`config.mk`:
```
export PLATFORM = sky130hd
export DESIGN_NAME = kroot_ctrl
export DESIGN_NICKNAME = d
export VERILOG_FILES = /design/src/rtl/core/kroot_pkg.sv /design/src/rtl/core/kroot_ctrl.sv
export SDC_FILE = /design/constraint.sdc
export NUM_CORES = 1
export LEC_CHECK = 0
export ABC_AREA = 1
export BUFFER_PORTS_ARGS = -buffer_cell sky130_fd_sc_hd__buf_2
export CAP_MARGIN = 10
export CORE_AREA = 8 8 45 47
export DETAILED_ROUTE_END_ITERATION = 8
export DIE_AREA = 0 0 53 55
export GPL_ROUTABILITY_DRIVEN = 0
export PLACE_DENSITY_LB_ADDON = 0.2
export SLEW_MARGIN = 0
export SYNTH_ARGS = -nofsm -noshare
export SYNTH_HDL_FRONTEND = slang
export SYNTH_SLANG_ARGS = --single-unit
```
`constraint.sdc`:
```
create_clock -name clk_i -period 1.06 [get_ports clk_i]
set_input_delay 0.212 -clock clk_i [delete_from_list [all_inputs] [get_ports clk_i]]
set_output_delay 0.212 -clock clk_i [all_outputs]
set_load 0.03 [all_outputs]
```
`src/rtl/core/kroot_pkg.sv`:
```
package kroot_pkg;

  localparam int unsigned DATA_W = 64;
  localparam int unsigned DEG_W  = 8;

  typedef struct packed {
    logic [DATA_W-1:0] value;
    logic [DEG_W-1:0]  degree;
  } kr_in_t;

  typedef struct packed {
    logic [DATA_W-1:0] root_value;
    logic [DATA_W-1:0] leftover;
    logic              invalid;
  } kr_out_t;

  typedef enum logic [2:0] {
    ST_IDLE,
    ST_CHECK,
    ST_TEST,
    ST_ACC,
    ST_FINISH
  } state_e;

  // how the result register is filled at the end of a transaction
  typedef enum logic [2:0] {
    RES_INVALID,
    RES_ZERO,
    RES_IDENT,
    RES_ONE,
    RES_SEARCH
  } res_mode_e;

  typedef struct packed {
    logic      load;
    logic      init;
    logic      mul;
    logic      acc;
    logic      next;
    logic      keep;
    logic      finish;
    res_mode_e mode;
  } kr_cmd_t;

  typedef struct packed {
    logic k_zero;
    logic n_zero;
    logic k_one;
    logic root_one;
    logic c_over;
    logic prod_over;
    logic pow_done;
    logic bit_zero;
  } kr_stat_t;

endpackage

```
`src/rtl/core/kroot_ctrl.sv`:
```
module kroot_ctrl (
  input  logic               clk_i,
  input  logic               rst_ni,
  input  logic               start_i,
  input  kroot_pkg::kr_stat_t stat_i,
  output kroot_pkg::kr_cmd_t  cmd_o,
  output logic               busy_o,
  output logic               done_o
);

  kroot_pkg::state_e state_q, state_d;
  logic              done_q;

  always_ff @(posedge clk_i or negedge rst_ni) begin
    if (!rst_ni) begin
      state_q <= kroot_pkg::ST_IDLE;
      done_q  <= 1'b0;
    end else begin
      state_q <= state_d;
      done_q  <= cmd_o.finish;
    end
  end

  always_comb begin
    state_d      = state_q;
    cmd_o.load   = 1'b0;
    cmd_o.init   = 1'b0;
    cmd_o.mul    = 1'b0;
    cmd_o.acc    = 1'b0;
    cmd_o.next   = 1'b0;
    cmd_o.keep   = 1'b0;
    cmd_o.finish = 1'b0;
    cmd_o.mode   = kroot_pkg::RES_SEARCH;
    case (state_q)
      kroot_pkg::ST_IDLE: begin
        if (start_i) begin
          cmd_o.load = 1'b1;
          state_d    = kroot_pkg::ST_CHECK;
        end
      end
      kroot_pkg::ST_CHECK: begin
        if (stat_i.k_zero) begin
          cmd_o.finish = 1'b1;
          cmd_o.mode   = kroot_pkg::RES_INVALID;
          state_d      = kroot_pkg::ST_IDLE;
        end else if (stat_i.n_zero) begin
          cmd_o.finish = 1'b1;
          cmd_o.mode   = kroot_pkg::RES_ZERO;
          state_d      = kroot_pkg::ST_IDLE;
        end else if (stat_i.k_one) begin
          cmd_o.finish = 1'b1;
          cmd_o.mode   = kroot_pkg::RES_IDENT;
          state_d      = kroot_pkg::ST_IDLE;
        end else if (stat_i.root_one) begin
          cmd_o.finish = 1'b1;
          cmd_o.mode   = kroot_pkg::RES_ONE;
          state_d      = kroot_pkg::ST_IDLE;
        end else begin
          cmd_o.init = 1'b1;
          state_d    = kroot_pkg::ST_TEST;
        end
      end
      kroot_pkg::ST_TEST: begin
        if (stat_i.c_over || stat_i.pow_done) begin
          cmd_o.next = 1'b1;
          cmd_o.keep = !stat_i.c_over;
          state_d    = stat_i.bit_zero ? kroot_pkg::ST_FINISH : kroot_pkg::ST_TEST;
        end else begin
          cmd_o.mul = 1'b1;
          state_d   = kroot_pkg::ST_ACC;
        end
      end
      kroot_pkg::ST_ACC: begin
        if (stat_i.prod_over) begin
          cmd_o.next = 1'b1;
          state_d    = stat_i.bit_zero ? kroot_pkg::ST_FINISH : kroot_pkg::ST_TEST;
        end else begin
          cmd_o.acc = 1'b1;
          state_d   = kroot_pkg::ST_TEST;
        end
      end
      kroot_pkg::ST_FINISH: begin
        cmd_o.finish = 1'b1;
        cmd_o.mode   = kroot_pkg::RES_SEARCH;
        state_d      = kroot_pkg::ST_IDLE;
      end
      default: begin
        state_d = kroot_pkg::ST_IDLE;
      end
    endcase
  end

  assign busy_o = (state_q != kroot_pkg::ST_IDLE);
  assign done_o = done_q;

endmodule

```
==> metrics.txt, run 1 <==
status finished, violations left; failing checks setup timing; # fillers 128; Yosys warning count 0; Avg WL per Cell 10.3 um; Die Span X 53 um; RSZ-0062 raised after global routing yes; Critical Path Start state_q[2]; post-synthesis simple-gate area fraction 43.9%; Num CTS Buffers 3; Inst Count DP 102; Clock Tree Buf Depth 2; full die area 0.00292 mm^2; XOR/XNOR Fraction of Synth Area 0%; number of antenna violations at the first check in global routing 0; # IOs 23; hold slack 0.240 ns; Post-Route WL 1140 um; Gate Count Post-Synth 52; Critical Path Sink Type output pin; Reg2Reg Depth 7; synthesized flop and latch total 4; Syn Std Cell Area 305 um^2; Crit-path slowest cell dfrtp_1; fin area 781 um^2; Worst Max-Slew Pin Slew 0.227 ns; CTS clock-pin slew for the worst setup and hold paths 0.04 ns; Die Y 55 um; CP delay by family, top flip-flops; crit share post-route 136%; mean cell area of the mapped netlist 5.87 um^2; initial DRC count 4; htree depth 1; Seq/Total Area, Yosys 32.8%; LEAKAGE 0.000416 uW; adder-cell share of the synthesized area 0%; largest family of logic cells by synthesized area simple AND/OR/NAND/NOR gates; clock sink count 4; Avg Vias per Cell 4.23; Critical Path End cmd_o[5]; Peak VDD IR 878 uV; final cell count without fillers 111; Area Overhead vs Synth 156%; CP startpoint kind flop; reg2reg setup slack -0.20 ns; ANT nets after route 0; pwr/cell area 2150 mW/mm^2; # diodes 0; reg2reg end state_q[0]; max-cap violation count 0; reg2reg start state_q[0]; worst-path cell chain inv_2 -> nand3_1 -> inv_1 -> nand2_1 -> o21ai_2 -> buf_6; placed cell area 609 um^2; Tmin final 1.44 ns; GRT Total Usage 9.53%; Final setup viols 13; Skew-Pair Late Insertion Delay 0.25 ns; vias in the first global route 502; share of layout cells above drive strength 1 72.6%; Buf/Inv on CP 3; CORE AREA 0.00138 mm^2; initial core utilization 22.1%; met3 usage 4.01%; most used routing layer met2; total power 1680 uW; first-pass GRT wire length 2010 um; row cnt 14; Worst EP required 0.85 ns; largest net degree at the start of global routing 6; Worst Hold Class input port to flop; CTS tree yes; CTS root buf clkbuf_4; GR Util met2 16.0%; critical path class flop to output pin; IO buf count 22; Crit path depth 6; multiplexer share of the synthesized area 0%; final hold violation count 0; Max Slew Vio Count 0; slack of the critical path -0.381 ns; relative slew slack 84.7%; DR vias 470; number of detailed-route iterations in the first pass 3; Syn Nets 63; DRC viols 0; met1 usage 9.49%; Max Fclk 0.694 GHz; Final Net Count 108; compound-gate portion of the synthesized area 8.61%; DP Wirelength 900 um; GR Overflow Total 0; crit-path max cell delay 0.39 ns; Critical Path Fanout Max 4; clock skew 0.0105 ns; critical path arrival 1.23 ns; Synth cell types 12
## sequential cells by signal, indices dropped and copies added, names as in the netlist
name,flops
done_o,1
state_q,3
## cells in the mapped netlist
| library cell | number | area [um^2] |
|---|---|---|
| a21oi_1 | 2 | 10.0 |
| dfrtp_1 | 4 | 100 |
| inv_1 | 11 | 41.3 |
| nand2_2 | 1 | 6.26 |
| nand3_2 | 1 | 10.0 |
| nand2_1 | 12 | 45.0 |
| nor3_1 | 2 | 10.0 |
| inv_2 | 1 | 3.75 |
| o21ai_0 | 2 | 10.0 |
| nand3_1 | 5 | 25.0 |
| o22ai_1 | 1 | 6.26 |
| nor2_1 | 10 | 37.5 |
## repair_timing
| action | in CTS | in global routing |
|---|---|---|
| hold endpoints to repair | 4 | 0 |
| setup endpoints to repair | 13 | 15 |
| hold buffers | 1 | 0 |
| setup buffers | 4 | 1 |
| pin swaps | 5 | 3 |
| resized for setup | 24 | 10 |
## power by group
| group | switching [uW] | leakage [uW] | total (uW) | internal, uW |
|---|---|---|---|---|
| sequential | 58.3 | 0.0000494 | 268 | 210 |
| combinational | 685 | 0.000353 | 1210 | 527 |
| clock | 71.2 | 0.0000138 | 198 | 127 |
## kinds of logic after synthesis
kind of cell,count (synthesis)
and+or+nand+nor,31
buffers and inverters,12
DFF,4
AOI/OAI and AO/OA,5
## metal layers
metal	vias up	share of wire, %	wire length [um]
met5	-	0	0
met4	0	2.5	29
met3	5	8.8	100
met2	15	50	566
met1	202	39	441
li1	248	-	-
## area by class of cell
cell class                 count  area, um^2  share of cell area [%]
clock buffer                   3        22.5                    2.88
inverter                      12        50.0                    6.41
multi-input combinational     36         275                    35.3
sequential                     4         103                    13.1
tap                           16        20.0                    2.56
timing repair buffer          40         310                    39.7
## cells in the final DEF (no fill, tap or decap)
master / n
o22ai_1: 1
a21oi_2: 1
nand2_1: 7
nand3_4: 1
buf_6: 10
nand3_2: 2
nor2_4: 4
buf_4: 16
nand2_4: 4
nand2_2: 2
inv_1: 6
inv_2: 4
nand3_1: 3
nor2_2: 2
dlygate4sd3_1: 1
dfrtp_1: 2
nor2_1: 4
nor3_4: 2
o21ai_2: 1
dfrtp_2: 2
o21ai_0: 1
a21oi_1: 1
inv_4: 2
clkbuf_4: 4
buf_2: 12
## worst min path at each step
stage	startpoint	end	slack (ns)	cells after the start
floorplan	rst_ni	done_o	-0.08	0
global placement	rst_ni	done_o	0.02	1
detailed placement	rst_ni	done_o	0.02	1
CTS	start_i	state_q[0]	0.24	3
global route	start_i	state_q[0]	0.26	3
finish	start_i	state_q[0]	0.24	3
## worst min-delay path: stages
cell     delay, ns
buf_2         0.09
nor2_1        0.04
a21oi_2       0.10
## stage by stage
step	setup TNS (ns)	worst slack, ns	utilization (%)
finish	-4.09	-0.381	56.4
global route	-4.99	-0.455	56.4
CTS	-4.10	-0.394	53.5
detailed placement	-1.66	-0.234	44.0
global placement	-1.63	-0.201	44.0
floorplan	-0.575	-0.117	-
Note: power is estimated with default switching activity, not from simulation.
==> run 2: changes to the inputs <==
--- a/config.mk
+++ b/config.mk
@@ -8,11 +8,14 @@
 export ABC_AREA = 1
 export BUFFER_PORTS_ARGS = -buffer_cell sky130_fd_sc_hd__buf_2
 export CAP_MARGIN = 10
-export CORE_AREA = 8 8 45 47
+export CELL_PAD_IN_SITES_DETAIL_PLACEMENT = 0
+export CELL_PAD_IN_SITES_GLOBAL_PLACEMENT = 2
+export CORE_MARGIN = 8
+export CORE_UTILIZATION = 16
 export DETAILED_ROUTE_END_ITERATION = 8
-export DIE_AREA = 0 0 53 55
 export GPL_ROUTABILITY_DRIVEN = 0
 export PLACE_DENSITY_LB_ADDON = 0.2
+export SKIP_CTS_REPAIR_TIMING = 1
 export SLEW_MARGIN = 0
 export SYNTH_ARGS = -nofsm -noshare
 export SYNTH_HDL_FRONTEND = slang
==> run 2 against run 1 <==
  * The flow still finishes with violations (setup timing)
  * Flip-flop and latch count unchanged
  * Clock skew decreased by 0.0059 ns
  * Largest cell class unchanged
  * Via count decreased by 2.6%
  * Hold slack improved by 0.0025 ns
==> metrics.txt, run 2 (same netlist as run 1, synthesis figures left out) <==
ANT nets after route 0 (unchanged); Post-Route WL 1110 um (was 1140 um); Comb power frac 69.8% (was 72.2%); initial DRC count 6 (was 4); Clock power frac 12.8% (was 11.8%); CP startpoint kind flop (unchanged); GR Overflow Total 0 (unchanged); critical path arrival 1.24 ns (was 1.23 ns); CORE AREA 0.00188 mm^2 (was 0.00138 mm^2); # fillers 231 (was 128); Die Y 59.7 um (was 55 um); crit share post-route 137% (was 136%); CTS tree yes (unchanged); Clock Tree Buf Depth 2 (unchanged); LEAKAGE 0.000398 uW (was 0.000416 uW); DRC viols 0 (unchanged); Peak VDD IR 826 uV (was 878 uV); Final Net Count 104 (was 108); slack of the critical path -0.395 ns (was -0.381 ns); Max Fclk 0.687 GHz (was 0.694 GHz); status finished, violations left (unchanged); Avg WL per Cell 9.44 um (was 10.3 um); Die Span X 59.7 um (was 53 um); IO buf count 22 (unchanged); Skew-Pair Late Insertion Delay 0.25 ns (about the same); relative slew slack 84.6% (was 84.7%); Final setup viols 12 (was 13); Most flops, register state_q (unchanged); # diodes 0 (unchanged); Area Overhead vs Synth 146% (was 156%); RSZ-0062 raised after global routing yes (unchanged); Worst EP required 0.85 ns (about the same); Num CTS Buffers 3 (unchanged); max-cap violation count 0 (unchanged); # IOs 23 (unchanged); full die area 0.00356 mm^2 (was 0.00292 mm^2); Pint 791 uW (was 864 uW); net switching power 787 uW (was 814 uW); initial core utilization 16.2% (was 22.1%); CTS clock-pin slew for the worst setup and hold paths 0.04 ns (about the same); failing checks setup timing (unchanged); fin area 752 um^2 (was 781 um^2); Reg power frac 17.3% (was 16.0%); clock skew 0.00459 ns (was 0.0105 ns); sw frac 49.9% (was 48.5%); Avg Vias per Cell 3.88 (was 4.23); htree depth 1 (unchanged); GRT Total Usage 6.53% (was 9.53%); Place WS -0.232 ns (was -0.234 ns); clock sink count 4 (unchanged); Critical Path Sink Type output pin (unchanged); Max Slew Vio Count 0 (unchanged); most frequent cells in the layout buf_2, buf_4, buf_6, nand2_1 (was buf_4, buf_2, buf_6, nand2_1, inv_1); Worst Hold Class input port to flop (unchanged); placed cell area 623 um^2 (was 609 um^2); first-pass GRT wire length 1730 um (was 2010 um); Worst Max-Slew Pin Slew 0.228 ns (was 0.227 ns); Tmin final 1.46 ns (was 1.44 ns); final hold violation count 0 (unchanged); DR vias 458 (was 470); pwr/cell area 2100 mW/mm^2 (was 2150 mW/mm^2); DP Wirelength 930 um (was 900 um); largest net degree at the start of global routing 6 (unchanged); number of antenna violations at the first check in global routing 0 (unchanged); row cnt 16 (was 14); critical path class flop to output pin (unchanged); number of detailed-route iterations in the first pass 3 (unchanged); hold slack 0.243 ns (was 0.240 ns); vias in the first global route 464 (was 502); Critical Path Fanout Max 4 (unchanged); share of layout cells above drive strength 1 71.4% (was 72.6%); max reg flops 3 (unchanged); CTS root buf clkbuf_4 (unchanged)
==> run 2: cell count changes in the layout (fill, tap and decap cells not counted), sizes merged <==
| cell | change |
|---|---|
| buf | -3 |
| clkbuf | -1 |
==> run 2: power groups by stage <==
stage                     Sequential, uW  Clock [uW]  Combinational [uW]
final                                273         202                1100
after global placement               259           0                 976
after detailed placement             262           0                 968
after CTS                            260         206                 971
after floorplan                      292           0                 628
after global routing                 280         212                1170
==> run 2: metrics by stage <==
step / instances / power [uW] / utilization [%] / setup TNS, ns
2_1_floorplan: 52 / 920 / - / -0.575
3_3_place_gp: 113 / 1230 / 33.1 / -1.77
3_5_place_dp: 113 / 1230 / 33.1 / -1.73
4_1_cts: 116 / 1440 / 34.3 / -4.67
5_1_grt: 118 / 1660 / 40.0 / -4.59
6_report: 118 / 1580 / 40.0 / -3.98
==> run 2: metal layers <==
metal	up-vias	GRT usage [%]	share of wire, %
met5	-	0	0
met4	0	6.12	3.6
met3	5	2.80	9.3
met2	16	10.6	51
met1	197	6.00	36
li1	240	-	-
==> run 2: worst paths after layout <==
path                            depth (start not counted)          to  slack (ns)       start
worst max-delay path                                    5    cmd_o[6]       -0.40  state_q[2]
worst min-delay path                                    3  state_q[0]        0.24     start_i
worst max register to register                          5  state_q[0]       -0.02  state_q[0]
worst min register to register                          2  state_q[2]        0.67  state_q[1]
max in group asynchronous                               2  state_q[1]        0.62      rst_ni
min in group asynchronous                               2  state_q[2]        0.30      rst_ni
==> run 2: final cells by class <==
type / count / area [um^2] / area share, %
repair buffers: 36 / 274 / 36.4
multi-input cells: 36 / 269 / 35.8
flip-flops and latches: 4 / 103 / 13.6
inverters: 12 / 50.0 / 6.66
well taps: 27 / 33.8 / 4.49
clock buffers: 3 / 22.5 / 3.00
==> run 2: critical path, cell delays in order (launching register included) <==
cell and delay (ns):
dfrtp_1 0.40, inv_2 0.11, nand3_2 0.10, buf_4 0.16, nor2_4 0.06, buf_4 0.15
==> run 3: changes to the inputs <==
--- a/config.mk
+++ b/config.mk
@@ -10,12 +10,14 @@
 export CAP_MARGIN = 10
 export CELL_PAD_IN_SITES_DETAIL_PLACEMENT = 0
 export CELL_PAD_IN_SITES_GLOBAL_PLACEMENT = 2
+export CORE_ASPECT_RATIO = 0.75
 export CORE_MARGIN = 8
 export CORE_UTILIZATION = 16
 export DETAILED_ROUTE_END_ITERATION = 8
 export GPL_ROUTABILITY_DRIVEN = 0
-export PLACE_DENSITY_LB_ADDON = 0.2
+export PLACE_DENSITY_LB_ADDON = 0.3
 export SKIP_CTS_REPAIR_TIMING = 1
+export SKIP_LAST_GASP = 1
 export SLEW_MARGIN = 0
 export SYNTH_ARGS = -nofsm -noshare
 export SYNTH_HDL_FRONTEND = slang
==> run 3 against run 2 <==
  * The flow still finishes with violations (setup timing)
  * Clock skew rose by 0.00086 ns
  * Clock power fell by 3%
  * Final area fell by 0.67%
  * Largest power group unchanged
==> metrics.txt, run 3 (same netlist as run 1, synthesis figures left out) <==
IO buf count 22 (unchanged); Peak VDD IR 1940 uV (was 826 uV); pwr/cell area 2120 mW/mm^2 (was 2100 mW/mm^2); DRC viols 0 (unchanged); share of layout cells above drive strength 1 69.6% (was 71.4%); RSZ-0062 raised after global routing yes (unchanged); ANT nets after route 0 (unchanged); htree depth 1 (unchanged); Avg Vias per Cell 3.91 (was 3.88); status finished, violations left (unchanged); max-cap violation count 0 (unchanged); vias in the first global route 427 (was 464); critical path arrival 1.24 ns (about the same); Worst Hold Class input port to flop (unchanged); CTS root buf clkbuf_4 (unchanged); Tmin final 1.45 ns (was 1.46 ns); largest net degree at the start of global routing 6 (unchanged); number of antenna violations at the first check in global routing 0 (unchanged); Final setup viols 13 (was 12); final cell count without fillers 114 (was 118); first-pass GRT wire length 1740 um (was 1730 um); hold slack 0.273 ns (was 0.243 ns); Crit-path slowest cell dfrtp_2 (was dfrtp_1); Buf/Inv on CP 2 (was 3); Clock Tree Buf Depth 2 (unchanged); final hold violation count 0 (unchanged); initial core utilization 17.2% (was 16.2%); met1 usage 8.38% (was 6.00%); most common cell after layout, fill and taps aside buf_4; CTS tree yes (unchanged); DP Wirelength 935 um (was 930 um); most used routing layer met2 (unchanged); full die area 0.00358 mm^2 (was 0.00356 mm^2); critical path class flop to output pin (unchanged); Num CTS Buffers 3 (unchanged); CORE AREA 0.00177 mm^2 (was 0.00188 mm^2); relative slew slack 81.8% (was 84.6%); # diodes 0 (unchanged); GR Util met2 8.48% (was 10.6%); DR vias 446 (was 458); initial DRC count 1 (was 6); Avg WL per Cell 10.4 um (was 9.44 um); Final Net Count 105 (was 104); Most flops, register state_q (unchanged); Die Y 53.8 um (was 59.7 um); max reg flops 3 (unchanged); Post-Route WL 1190 um (was 1110 um); failing checks setup timing (unchanged); GRT Total Usage 6.36% (was 6.53%); CP delay by family, top flip-flops (was buffers and inverters); Skew-Pair Late Insertion Delay 0.24 ns (was 0.25 ns); Worst Max-Slew Pin Slew 0.270 ns (was 0.228 ns); Worst EP required 0.85 ns (about the same); Max Slew Vio Count 0 (unchanged); # IOs 23 (unchanged); critical path's most frequent cell nand2_1 (was buf_4); CTS clock-pin slew for the worst setup and hold paths 0.04 ns (about the same); number of detailed-route iterations in the first pass 3 (unchanged); Critical Path Fanout Max 4 (unchanged); Area Overhead vs Synth 145% (was 146%); clock skew 0.00545 ns (was 0.00459 ns); GR Overflow Total 0 (unchanged); clock sink count 4 (unchanged); met3 usage 3.52% (was 2.80%); Die Span X 66.4 um (was 59.7 um); Critical Path Sink Type output pin (unchanged); slack of the critical path -0.390 ns (was -0.395 ns); LEAKAGE 0.000400 uW (was 0.000398 uW); CP startpoint kind flop (unchanged); crit share post-route 137% (about the same); Max Fclk 0.690 GHz (was 0.687 GHz); row cnt 13 (was 16); crit-path max cell delay 0.44 ns (was 0.40 ns); Inst Count DP 106 (was 113); worst-path cell chain inv_2 -> nand2_1 -> nor2_2 -> nand2_1 -> nor2_4 -> buf_4 (was inv_2 -> nand3_2 -> buf_4 -> nor2_4 -> buf_4); most frequent cells in the layout buf_4, buf_2, buf_6, nand2_1, inv_1 (was buf_2, buf_4, buf_6, nand2_1)
run 3: cell count changes in the layout (fill, tap and decap cells not counted), sizes merged:
cell  before  now
buf       35   36
run 3: metrics by stage:
step                      utilization [%]  cell area [um^2]  TNS [ns]  power [uW]  worst slack (ns)
after floorplan                         -               389    -0.575         920            -0.117
after global placement               33.9               602     -1.72        1210            -0.211
after detailed placement             33.9               602     -1.68        1210            -0.243
after CTS                            35.2               624     -4.53        1410            -0.500
after global routing                 42.1               747     -5.00        1700            -0.461
final                                42.1               747     -4.08        1590            -0.390
run 3: path summary, 6_finish.rpt:
check | to | depth (start not counted) | startpoint | slack [ns]
worst max-delay path | cmd_o[4] | 6 | state_q[0] | -0.39
worst min-delay path | state_q[0] | 3 | start_i | 0.27
worst max register to register | state_q[1] | 7 | state_q[1] | -0.11
worst min register to register | done_o | 2 | state_q[2] | 0.64
max in group asynchronous | state_q[1] | 2 | rst_ni | 0.62
min in group asynchronous | state_q[2] | 2 | rst_ni | 0.30
run 3: area by class of cell:
cell class / instances / area (um^2)
clock buffer: 3 / 22.5
fill: 188 / 1030
inverter: 12 / 50.0
multi-input combinational: 36 / 263
sequential: 4 / 103
tap: 22 / 27.5
timing repair buffer: 37 / 282
run 3: layer usage:
metal,up-vias,share of wire [%]
met4,0,0.84
met1,191,43
met2,14,46
li1,239,-
met5,-,0
met3,2,9.5
run 3: power by group:
part / switching [uW] / internal (uW)
sequential: 60.2 / 210
combinational: 667 / 454
clock: 67.5 / 127
total: 794 / 791
run 3: worst min-delay path, stage by stage:
cell	delay (ns)
buf_2	0.09
nor2_1	0.05
a21oi_2	0.12
